===== src/kwise_polynomial_hash_generator_assert.svh =====
// assertion macros for the polynomial hash block
`ifndef KWISE_POLYNOMIAL_HASH_GENERATOR_ASSERT_SVH
`define KWISE_POLYNOMIAL_HASH_GENERATOR_ASSERT_SVH

// same-cycle implication
`define KPH_ASSERT_NOW(lbl, ante, cons, msg) \
   lbl: assert property (@(posedge clock) disable iff (reset) (ante) |-> (cons)) \
      else $error(msg);

// next-cycle implication
`define KPH_ASSERT_NEXT(lbl, ante, cons, msg) \
   lbl: assert property (@(posedge clock) disable iff (reset) (ante) |=> (cons)) \
      else $error(msg);

`endif


===== src/kph_pkg.sv =====
`default_nettype none
package kph_pkg;

   localparam int MAX_TERMS  = 6;
   localparam int VAL_W      = 63;
   localparam int HALF_W     = 32;
   localparam int TERM_W     = 3;
   localparam int VBITS_W    = 6;
   localparam int CSR_IDX_W  = 4;
   localparam int CSR_DATA_W = 64;

   // register indexes
   localparam logic [CSR_IDX_W-1:0] REG_VALUE_BITS = 4'd0;
   localparam logic [CSR_IDX_W-1:0] REG_TERM_COUNT = 4'd1;
   localparam logic [CSR_IDX_W-1:0] REG_COEF_FIRST = 4'd2;
   localparam logic [CSR_IDX_W-1:0] REG_COEF_LAST  = 4'd7;

   // item kinds
   localparam logic [1:0] FUNC_NEXT   = 2'd0;
   localparam logic [1:0] FUNC_AT     = 2'd1;
   localparam logic [1:0] FUNC_REWIND = 2'd2;

   typedef enum logic [2:0] {
      ST_IDLE,
      ST_LL,
      ST_LH,
      ST_HL,
      ST_HH,
      ST_DONE
   } state_type;

   typedef enum logic [1:0] {
      SUM_HOLD,
      SUM_LOAD,
      SUM_ADD_LO,
      SUM_ADD_HI
   } sum_op_type;

   typedef struct packed {
      sum_op_type              sum_op;
      logic [HALF_W-1:0]       mul_a;
      logic [HALF_W-1:0]       mul_b;
      logic [VAL_W-1:0]        load_val;
   } mac_ctrl_type;

   typedef struct packed {
      logic [TERM_W-1:0]                 terms;
      logic [VAL_W-1:0]                  mask;
      logic [MAX_TERMS-1:0][VAL_W-1:0]   coef;
   } cfg_type;

   // low value_bits bits set; a width of 63 gives all ones
   function automatic logic [VAL_W-1:0] width_mask(input logic [VBITS_W-1:0] vb);
      logic [VAL_W-1:0] m;
      for (int j = 0; j < VAL_W; j++) begin
         m[j] = (VBITS_W'(j) < vb);
      end
      return m;
   endfunction

endpackage
`default_nettype wire


===== src/kwise_polynomial_hash_generator.sv =====
// k-wise independent polynomial hash: value = sum of coef_i * x^i over term_count
// coefficients, modulo 2^value_bits. func 0 evaluates at the internal position
// and advances it, func 1 evaluates at req_index, func 2 rewinds the position
// without a result word, func 3 is ignored. Evaluation runs Horner steps on one
// shared 32x32 multiplier: each step runs through the states LL, LH, HL and HH
// (three partial products and the closing add). With k = min(term_count, 6),
// k-1 steps run, none for a count of zero or one; the result word is registered
// from ST_DONE, and the block then returns to idle to take the next request. A
// rewind or an ignored word is handled in idle and leaves the block there.
// The block takes one request at a time; a finished word sits in the output
// register while the next request is accepted, and if that word is still unread
// when the next evaluation ends, the block holds its result until the output frees.
// Registers are written through the csr port (0 value_bits, 1 term_count,
// 2..7 coef_0..coef_5); the user must write them only while idle, the block itself does not enforce this.
`default_nettype none
module kwise_polynomial_hash_generator (
   input  wire logic                          clock,
   input  wire logic                          reset,
   // request words
   input  wire logic                          req_valid,
   output logic                               req_ready,
   input  wire logic [1:0]                    req_func,
   input  wire logic [63:0]                   req_index,
   // result words
   output logic                               rsp_valid,
   input  wire logic                          rsp_ready,
   output logic [kph_pkg::VAL_W-1:0]          rsp_value,
   // register writes
   input  wire logic                          csr_valid,
   output logic                               csr_ready,
   input  wire logic [kph_pkg::CSR_IDX_W-1:0] csr_index,
   input  wire logic [kph_pkg::CSR_DATA_W-1:0] csr_data
);
   import kph_pkg::*;

`include "kwise_polynomial_hash_generator_assert.svh"

   logic [VBITS_W-1:0]               value_bits_ff, value_bits_in;
   logic [TERM_W-1:0]                term_count_ff, term_count_in;
   logic [MAX_TERMS-1:0][VAL_W-1:0]  coef_ff, coef_in;
   logic [CSR_IDX_W-1:0]             coef_sel;
   cfg_type                          cfg;
   logic                             req_take;
   logic                             req_eval;

   // writes are always taken
   assign csr_ready = 1'b1;
   assign coef_sel  = csr_index - REG_COEF_FIRST;

   always_comb begin
      value_bits_in = value_bits_ff;
      term_count_in = term_count_ff;
      coef_in       = coef_ff;
      if (csr_valid) begin
         if (csr_index == REG_VALUE_BITS) begin
            value_bits_in = csr_data[VBITS_W-1:0];
         end else if (csr_index == REG_TERM_COUNT) begin
            term_count_in = csr_data[TERM_W-1:0];
         end else if (csr_index >= REG_COEF_FIRST && csr_index <= REG_COEF_LAST) begin
            coef_in[coef_sel[TERM_W-1:0]] = csr_data[VAL_W-1:0];
         end
      end
   end

   always_ff @(posedge clock) begin
      if (reset) begin
         value_bits_ff <= VBITS_W'(32);
         term_count_ff <= TERM_W'(2);
         coef_ff       <= '0;
      end else begin
         value_bits_ff <= value_bits_in;
         term_count_ff <= term_count_in;
         coef_ff       <= coef_in;
      end
   end

   // term count saturates at the number of coefficient registers
   assign cfg.terms = (term_count_ff > TERM_W'(MAX_TERMS)) ? TERM_W'(MAX_TERMS)
                                                           : term_count_ff;
   assign cfg.mask  = width_mask(value_bits_ff);
   assign cfg.coef  = coef_ff;

   kph_seq u_seq (
      .clock     (clock),
      .reset     (reset),
      .cfg       (cfg),
      .req_valid (req_valid),
      .req_ready (req_ready),
      .req_func  (req_func),
      .req_index (req_index),
      .rsp_valid (rsp_valid),
      .rsp_ready (rsp_ready),
      .rsp_value (rsp_value)
   );

   // request taken this cycle, and whether it asks for an evaluation
   assign req_take = req_valid && req_ready;
   assign req_eval = (req_func == FUNC_NEXT) || (req_func == FUNC_AT);

   // an evaluating request leaves idle, so the block is busy in the cycle after it is taken
   `KPH_ASSERT_NEXT(a_eval_busy, req_take && req_eval, !req_ready, "evaluation did not leave idle")
   // rewind and the unused kind finish in the cycle they are taken
   `KPH_ASSERT_NEXT(a_rewind_idle, req_take && !req_eval, req_ready, "non-evaluating left idle")
   // a new result word only comes out of a busy cycle
   `KPH_ASSERT_NOW(a_rsp_from_busy, $rose(rsp_valid), !$past(req_ready), "result without evaluation")

endmodule
`default_nettype wire


===== src/kph_mac.sv =====
`default_nettype none
module kph_mac (
   input  wire logic                  clock,
   input  wire kph_pkg::mac_ctrl_type ctrl,
   output logic [kph_pkg::VAL_W-1:0]  sum
);
   import kph_pkg::*;

   logic [2*HALF_W-1:0] prod_ff;
   logic [2*HALF_W-1:0] prod_in;
   logic [VAL_W-1:0]    sum_ff;
   logic [VAL_W-1:0]    sum_in;

   // one 32x32 partial product per cycle
   assign prod_in = ctrl.mul_a * ctrl.mul_b;

   always_comb begin
      case (ctrl.sum_op)
         SUM_LOAD:   sum_in = ctrl.load_val;
         SUM_ADD_LO: sum_in = sum_ff + prod_ff[VAL_W-1:0];
         SUM_ADD_HI: sum_in = sum_ff + {prod_ff[VAL_W-HALF_W-1:0], {HALF_W{1'b0}}};
         default:    sum_in = sum_ff;
      endcase
   end

   always_ff @(posedge clock) begin
      prod_ff <= prod_in;
      sum_ff  <= sum_in;
   end

   assign sum = sum_ff;

endmodule
`default_nettype wire


===== src/kph_seq.sv =====
`default_nettype none
module kph_seq (
   input  wire logic                     clock,
   input  wire logic                     reset,
   input  wire kph_pkg::cfg_type         cfg,
   input  wire logic                     req_valid,
   output logic                          req_ready,
   input  wire logic [1:0]               req_func,
   input  wire logic [63:0]              req_index,
   output logic                          rsp_valid,
   input  wire logic                     rsp_ready,
   output logic [kph_pkg::VAL_W-1:0]     rsp_value
);
   import kph_pkg::*;

   state_type           state_ff, state_in;
   logic [TERM_W-1:0]   rem_ff, rem_in;
   logic [VAL_W-1:0]    x_ff, x_in;
   logic [VAL_W-1:0]    acc_ff, acc_in;
   logic [VAL_W-1:0]    position_ff, position_in;
   logic                rsp_valid_ff, rsp_valid_in;
   logic [VAL_W-1:0]    rsp_value_ff, rsp_value_in;
   mac_ctrl_type        ctrl;
   logic [VAL_W-1:0]    sum;
   logic [TERM_W-1:0]   coef_idx;
   logic [VAL_W-1:0]    pos_masked;

   kph_mac u_mac (
      .clock (clock),
      .ctrl  (ctrl),
      .sum   (sum)
   );

   assign coef_idx   = rem_ff - TERM_W'(1);
   assign pos_masked = position_ff & cfg.mask;

   always_comb begin
      state_in     = state_ff;
      rem_in       = rem_ff;
      x_in         = x_ff;
      acc_in       = acc_ff;
      position_in  = position_ff;
      rsp_valid_in = rsp_valid_ff && !rsp_ready;
      rsp_value_in = rsp_value_ff;
      req_ready    = 1'b0;
      ctrl.sum_op   = SUM_HOLD;
      ctrl.mul_a    = '0;
      ctrl.mul_b    = '0;
      ctrl.load_val = '0;

      case (state_ff)
         ST_IDLE: begin
            req_ready = 1'b1;
            if (req_valid) begin
               case (req_func)
                  FUNC_NEXT, FUNC_AT: begin
                     if (req_func == FUNC_NEXT) begin
                        x_in        = pos_masked;
                        position_in = (pos_masked + VAL_W'(1)) & cfg.mask;
                     end else begin
                        x_in = req_index[VAL_W-1:0] & cfg.mask;
                     end
                     // horner start: highest coefficient, or empty sum
                     ctrl.sum_op = SUM_LOAD;
                     if (cfg.terms == '0) begin
                        rem_in   = '0;
                        state_in = ST_DONE;
                     end else begin
                        ctrl.load_val = cfg.coef[cfg.terms - TERM_W'(1)];
                        rem_in        = cfg.terms - TERM_W'(1);
                        state_in      = (cfg.terms == TERM_W'(1)) ? ST_DONE : ST_LL;
                     end
                  end
                  FUNC_REWIND: position_in = '0;
                  default: ;
               endcase
            end
         end
         ST_LL: begin
            // acc low x low, sum restarts at the next coefficient
            acc_in        = sum;
            ctrl.mul_a    = sum[HALF_W-1:0];
            ctrl.mul_b    = x_ff[HALF_W-1:0];
            ctrl.sum_op   = SUM_LOAD;
            ctrl.load_val = cfg.coef[coef_idx];
            state_in      = ST_LH;
         end
         ST_LH: begin
            ctrl.mul_a  = acc_ff[HALF_W-1:0];
            ctrl.mul_b  = {1'b0, x_ff[VAL_W-1:HALF_W]};
            ctrl.sum_op = SUM_ADD_LO;
            state_in    = ST_HL;
         end
         ST_HL: begin
            ctrl.mul_a  = {1'b0, acc_ff[VAL_W-1:HALF_W]};
            ctrl.mul_b  = x_ff[HALF_W-1:0];
            ctrl.sum_op = SUM_ADD_HI;
            state_in    = ST_HH;
         end
         ST_HH: begin
            ctrl.sum_op = SUM_ADD_HI;
            rem_in      = coef_idx;
            state_in    = (coef_idx == '0) ? ST_DONE : ST_LL;
         end
         ST_DONE: begin
            if (!rsp_valid_ff || rsp_ready) begin
               rsp_valid_in = 1'b1;
               rsp_value_in = sum & cfg.mask;
               state_in     = ST_IDLE;
            end
         end
         default: state_in = ST_IDLE;
      endcase
   end

   always_ff @(posedge clock) begin
      if (reset) begin
         state_ff     <= ST_IDLE;
         rem_ff       <= '0;
         position_ff  <= '0;
         rsp_valid_ff <= 1'b0;
      end else begin
         state_ff     <= state_in;
         rem_ff       <= rem_in;
         position_ff  <= position_in;
         rsp_valid_ff <= rsp_valid_in;
      end
   end

   always_ff @(posedge clock) begin
      x_ff         <= x_in;
      acc_ff       <= acc_in;
      rsp_value_ff <= rsp_value_in;
   end

   assign rsp_valid = rsp_valid_ff;
   assign rsp_value = rsp_value_ff;

endmodule
`default_nettype wire


===== config.mk =====
export PLATFORM = sky130hd
export DESIGN_NAME = kwise_polynomial_hash_generator
export DESIGN_NICKNAME = d
export VERILOG_FILES = /design/src/kph_pkg.sv /design/src/kwise_polynomial_hash_generator.sv /design/src/kph_mac.sv /design/src/kph_seq.sv
export VERILOG_INCLUDE_DIRS = /design/src /design/src/src
export SDC_FILE = /design/constraint.sdc
export NUM_CORES = 2
export LEC_CHECK = 0
export BUFFER_PORTS_ARGS = -buffer_cell sky130_fd_sc_hd__buf_2
export CAP_MARGIN = 20
export CORE_AREA = 5 5 467 331
export DETAILED_ROUTE_END_ITERATION = 10
export DIE_AREA = 0 0 472 336
export PLACE_DENSITY_LB_ADDON = 0.1
export SYNTH_ARGS = -nofsm -noshare
export SYNTH_HDL_FRONTEND = slang
export SYNTH_SLANG_ARGS = --single-unit

===== constraint.sdc =====
create_clock -name clock -period 29.1 [get_ports clock]
set_input_delay 5.82 -clock clock [delete_from_list [all_inputs] [get_ports clock]]
set_output_delay 5.82 -clock clock [all_outputs]
set_load 0.005 [all_outputs]

Word level (Yosys, flattened, before mapping). Index checks and enable logic that the tools add are counted.

Flip-flop bits (word level): 772. Latch bits: 0. Bits in writable memories: 0. Memory bits (read-only): 0. Bits of input ports: 139. Output and inout port bits: 66. Word-level logic and storage cells: 174. Memories: 0.

Add/subtract/negate cells: 6. $mul: 1. Divide/modulo/power cells: 0. Order comparisons: 70. Eq/ne operators: 16. Shifts and indexed selects: 0. Multiplexer cells: 34. Bitwise gates (word level): 6. Reductions and logical operators: 24.

Operator list (count): $mux 63 (8); $bmux 63 s3 (2); $bwmux 378 (1); $and 63x63->63 (4); $pmux 63 s2 (2); $pmux 64 s3 (1); $demux 63 s3 (1); $pmux 63 s3 (1); $lt 6x6->1 const A (31); $add 63x63->63 (2); $lt 5x6->1 const A (16); $add 63x1->63 const B (1); $mul 32x32->63 (1); $lt 4x6->1 const A (8); $mux 3 (10); $lt 3x6->1 const A (4); $pmux 3 s6 (1); $lt 1x6->1 const A (2); $lt 2x6->1 const A (2); $lt 3x4->1 const B (3); $reduce_and 3->1 (4); $logic_not 3->1 (3); $pmux 2 s4 (1); $reduce_and 4->1 (2); 27 further kinds (46).

Logic depth before layout (Yosys ltp).
Depth after elaboration: 10. Depth in mapped cells: 37. Gate-level depth less buffers: 32.

By module. Synthesis repeated with hierarchy kept, for this count alone.

Cells, all modules: 8081. Area total of the unflattened synthesis: 77245.3 µm².

By module, submodules not included: kph_mac (instances 1, cells an instance 4705, area each 42226.7 µm², seq. area each 3153.0 µm²); kph_seq (instances 1, cells an instance 1930, area each 19348.6 µm², seq. area each 7076.8 µm²); kwise_polynomial_hash_generator (instances 1, cells an instance 1446, area each 15670.0 µm², seq. area each 7747.4 µm²).

Worst setup path before layout. OpenSTA, ideal clock, no wires.

Kind: input-to-reg. Start: in req_func[1]. End: reg u_seq.rem_ff[2]. Library setup time: 0.077 ns. Data arrival time: 9.485 ns. Data required time: 29.023 ns. Slack: 19.538 ns. Stages: 6. Buffers on the path: 1. Path through: buf_6 -> nor2b_1 -> nand2_1 -> nor2_1 -> a221oi_1 -> nor2_1.

Word-level cells in the longest chain between the ends: 4. Elaborated cells on any way between the ends: 5. Those cells by class: eq/ne: 2; reduce/logical: 3.

RTL lines: start: declaration (line kwise_polynomial_hash_generator.sv:22) `input wire logic [1:0] req_func,`; $eq 2x1->1 or $logic_not 2->1 (tied branches) (line kph_seq.sv:55) `case (req_func)`; $reduce_or 2->1 * (line kph_seq.sv:55); $ne 2x2->1 (no line) *; $reduce_and 3->1 (no line) *; end signal: assignment (line kph_seq.sv:124) `rem_ff <= rem_in;`; end: declaration (line kph_seq.sv:17) `logic [TERM_W-1:0] rem_ff, rem_in;`.

Mark *: on every way between the ends. The rest lies on a longest branch, timed or not. A chain may end at the register's enable or synchronous reset.

Final worst setup path.
Start: reg u_seq.state_ff[1]. End: reg u_seq.u_mac.prod_ff[50].

Word-level cells in the longest chain between the ends: 3. Elaborated cells on any way between the ends: 5. Those cells by class: mul: 1; eq/ne: 3; mux: 1.

RTL lines: start: declaration (line kph_seq.sv:16) `state_type state_ff, state_in;`; start signal: assignment (line kph_seq.sv:123) `state_ff <= state_in;`; $eq 3x2->1 or $eq 3x1->1 (tied branches) (line kph_seq.sv:51) `case (state_ff)`; $pmux 64 s3 * (line kph_seq.sv:51); $mul 32x32->63 * (line kph_mac.sv:15) `assign prod_in = ctrl.mul_a * ctrl.mul_b;`; named net u_seq.u_mac.prod_in[50] (line kph_mac.sv:10) `logic [2*HALF_W-1:0] prod_in;`; end signal: assignment (line kph_mac.sv:27) `prod_ff <= prod_in;`; end: declaration (line kph_mac.sv:9) `logic [2*HALF_W-1:0] prod_ff;`.

The timed path passes the listed nets; every way through them passes the cells marked *.

==> reports/results.ini <==
[synth]
seq_area_frac_synth=0.242
synth_cells=8613
ys.flop_type=dfxtp_1
yosysMostFrequentCell=nand2_1
synth_top_area_cell=fa_1
ys_top_cells_by_area=fa_1 (24%), dfxtp_1 (14%), edfxtp_1 (10%)
ys_async_sr_fraction=0
postSynthAreaPerCell_um2=8.62
yosysWarnings=0
yosys-top-cells-count=nand2_1 (1639), inv_1 (953), fa_1 (897), nor2_1 (832), a21oi_1 (828)
synth_cell_types=112
ys_ff_latch=772
syn_nets=10006
synth-edff-count=252
syn_area_um2=74200
synth_top_cell_area_share=0.242

[timing]
setup_viol=0
skew_ns=0.0233
whs_ns=0.465
timing.fmax_ghz=0.0941
rsz0062_at_grt=no
slew_violations=0
tightest_slew_ns=1.22
hold_viol_final=0
relSlewSlack=0.185
setup_ws_ns=18.47
period_share=0.365
period_minus_slack_ns=10.63
fin_setup_tns_ns=0

[min_path]
min_from=cfg[88]
worstHoldPathType=reg -> reg

[outcome]
status=complete, no violations

[cts]
cts_made_buffers=77
cts_setup_buffers=0
clockBufferDepth=3
ctsHoldBuffers=0
htreeDepth=3
cts_resized=0
cts.sinks=772
clkTransAtPathRegs_ns=0.07
root_buffer=clkbuf_16
insertion_delay_ns=0.68
cts_tree=done

[global_route]
grt_antenna_before_repair=45
grt.met2_usage=0.494
grt.total_usage=0.379
overflow=0
grt_pass1_vias=62583
grt_pass1_wl_um=440000
met3_usage=0.136
grt-busiest-layer=met1
grt_max_degree=102
use_met1=0.572

[pwr]
power_density_nw_per_um2=117
ir_drop_v=0.000129
leakagePower_nw=33.4
p_total_mw=9.37

[job]
max-cap-violations=0

[finish]
layout.area.seq_um2=18000
drive_gt1_frac=0.0962
multi_input_comb_area_um2=50600
fillerInstances=14001
nets=9919
utilization=0.535
area_delta_synth_final_pct=7.70

[placement]
place_congestion=1.05
io_buffers=201
dp_hpwl_um=226000
pre_cts_ws_ns=18.61

[critical_path]
crit_path_start_kind=register
cp.arrival_ns=11.17
max_stage_delay_ns=1.05
crit-reg2reg-launch=u_seq.state_ff[1]
worstSetupStartpoint=u_seq.state_ff[1]
crit_buf_inv=8
slowest_stage=a22o_1
crit_type=reg -> reg
cpMostUsedCell=fa_1
end_kind=register
critical_path.top_delay_family=adder cells
required_ns=29.63
cp_max_fo=61

[floorplanning]
die_y_um=336
die_area_um2=159000
io_pins=205
core_um2=149000
die_w_um=472
num_rows=119
start_util=0.496

[detailed_routing]
antenna_left=0
routed_via_density=6.23
drt_iter0_drc=8696
wl_um=305000
first_pass_iters=9
via_count=66011
drcViolationCount=0
wire_per_inst_um=28.7

[placed cells by master (no fill, tap or decap), drive strengths merged, types with 15 or more instances in the layout]
cell,netlist,routed
nand2,1641,1641
inv,953,959
fa,897,897
nor2,835,835
a21oi,829,829
dfxtp,520,520
buf,81,404
ha,357,357
edfxtp,252,252
o21ai,174,174
mux2i,128,128
a21o,128,128
mux2,111,111
clkbuf,490,104
nor3,92,92
a221oi,85,85
nand3,82,82
xnor2,80,80
a22oi,78,78
mux4,63,63
xor2,61,61
and3,55,55
nand4,55,55
nor2b,51,51
and2,42,42
a211oi,40,40
a31oi,37,37
o221ai,33,33
a22o,33,33
o21bai,29,29
clkinv,1,25
o21a,22,22
nor4,20,20
diode,0,18
or2,17,17
nand2b,16,16
or3,16,16
o211ai,15,15
[worst paths after layout]
path                              to  slack, ns  cells past startpoint
min                          cfg[88]       0.47                      2
max reg2reg  u_seq.u_mac.prod_ff[50]      18.47                     28
min reg2reg                  cfg[88]       0.47                      2
max          u_seq.u_mac.prod_ff[50]      18.47                     28
[state kept, by name (all words and copies together), names as in the netlist]
name and flops:
cfg 378, u_seq.rsp_valid 1, value_bits_ff 6, term_count_ff 3, u_seq.u_mac.prod_ff 63, u_seq.position_ff 63, u_seq.rsp_value 63, u_seq.x_ff 63
u_seq.u_mac.sum 63, u_seq.state_ff 3, u_seq.acc_ff 63, u_seq.rem_ff 3
[worst reg2reg max path, delay by kind of cell, from the launching register on]
family	cells	cell delay, ns
fa+ha+maj	9	4.57
compound gates	7	2.94
buf+inv	8	1.69
simple gates	3	0.79
flops	1	0.31
xor+xnor	1	0.21
[power by group]
group          internal, mW  total, mW  switching, mW  leakage (nW)
Combinational          2.11       6.66           4.55          25.5
Clock                 0.574       1.05          0.471          1.27
Sequential             1.36       1.66          0.296          6.61
[cells by family (layout without fill, tap and decap cells)]
family                     Yosys count  after routing  synth area share
buffers and inverters             1525           1498            0.0793
other                                1             19         0.0000505
and+or+nand+nor                   2992           2992             0.171
muxes                              302            302            0.0532
adders and majority gates         1254           1254             0.302
AOI/OAI and AO/OA                 1626           1626             0.136
xor gates and xnor gates           141            141            0.0166
DFF                                772            772             0.242
[final cells by class]
class / instances / share of cell area
Inverter: 954 / 0.0448
Tap cell: 1996 / 0.0312
Timing Repair Buffer: 405 / 0.0326
Antenna cell: 18 / 0.000564
Clock inverter: 36 / 0.00396
Multi-Input combinational cell: 6316 / 0.634
Clock buffer: 103 / 0.0281
Sequential cell: 772 / 0.225
[metal layers]
metal,vias to the layer above,routed length (um)
li1,28232,-
met1,32939,130000
met3,552,46600
met5,-,302
met2,4270,115000
met4,18,12200
[stage by stage]
step | cell area, um^2 | std cells
after floorplan | 74200 | 8613
after global placement | 77200 | 10438
after detailed placement | 77200 | 10438
after CTS | 79800 | 10577
after global routing | 79900 | 10588
final | 79900 | 10600
Note: power is estimated with default switching activity, not from simulation.
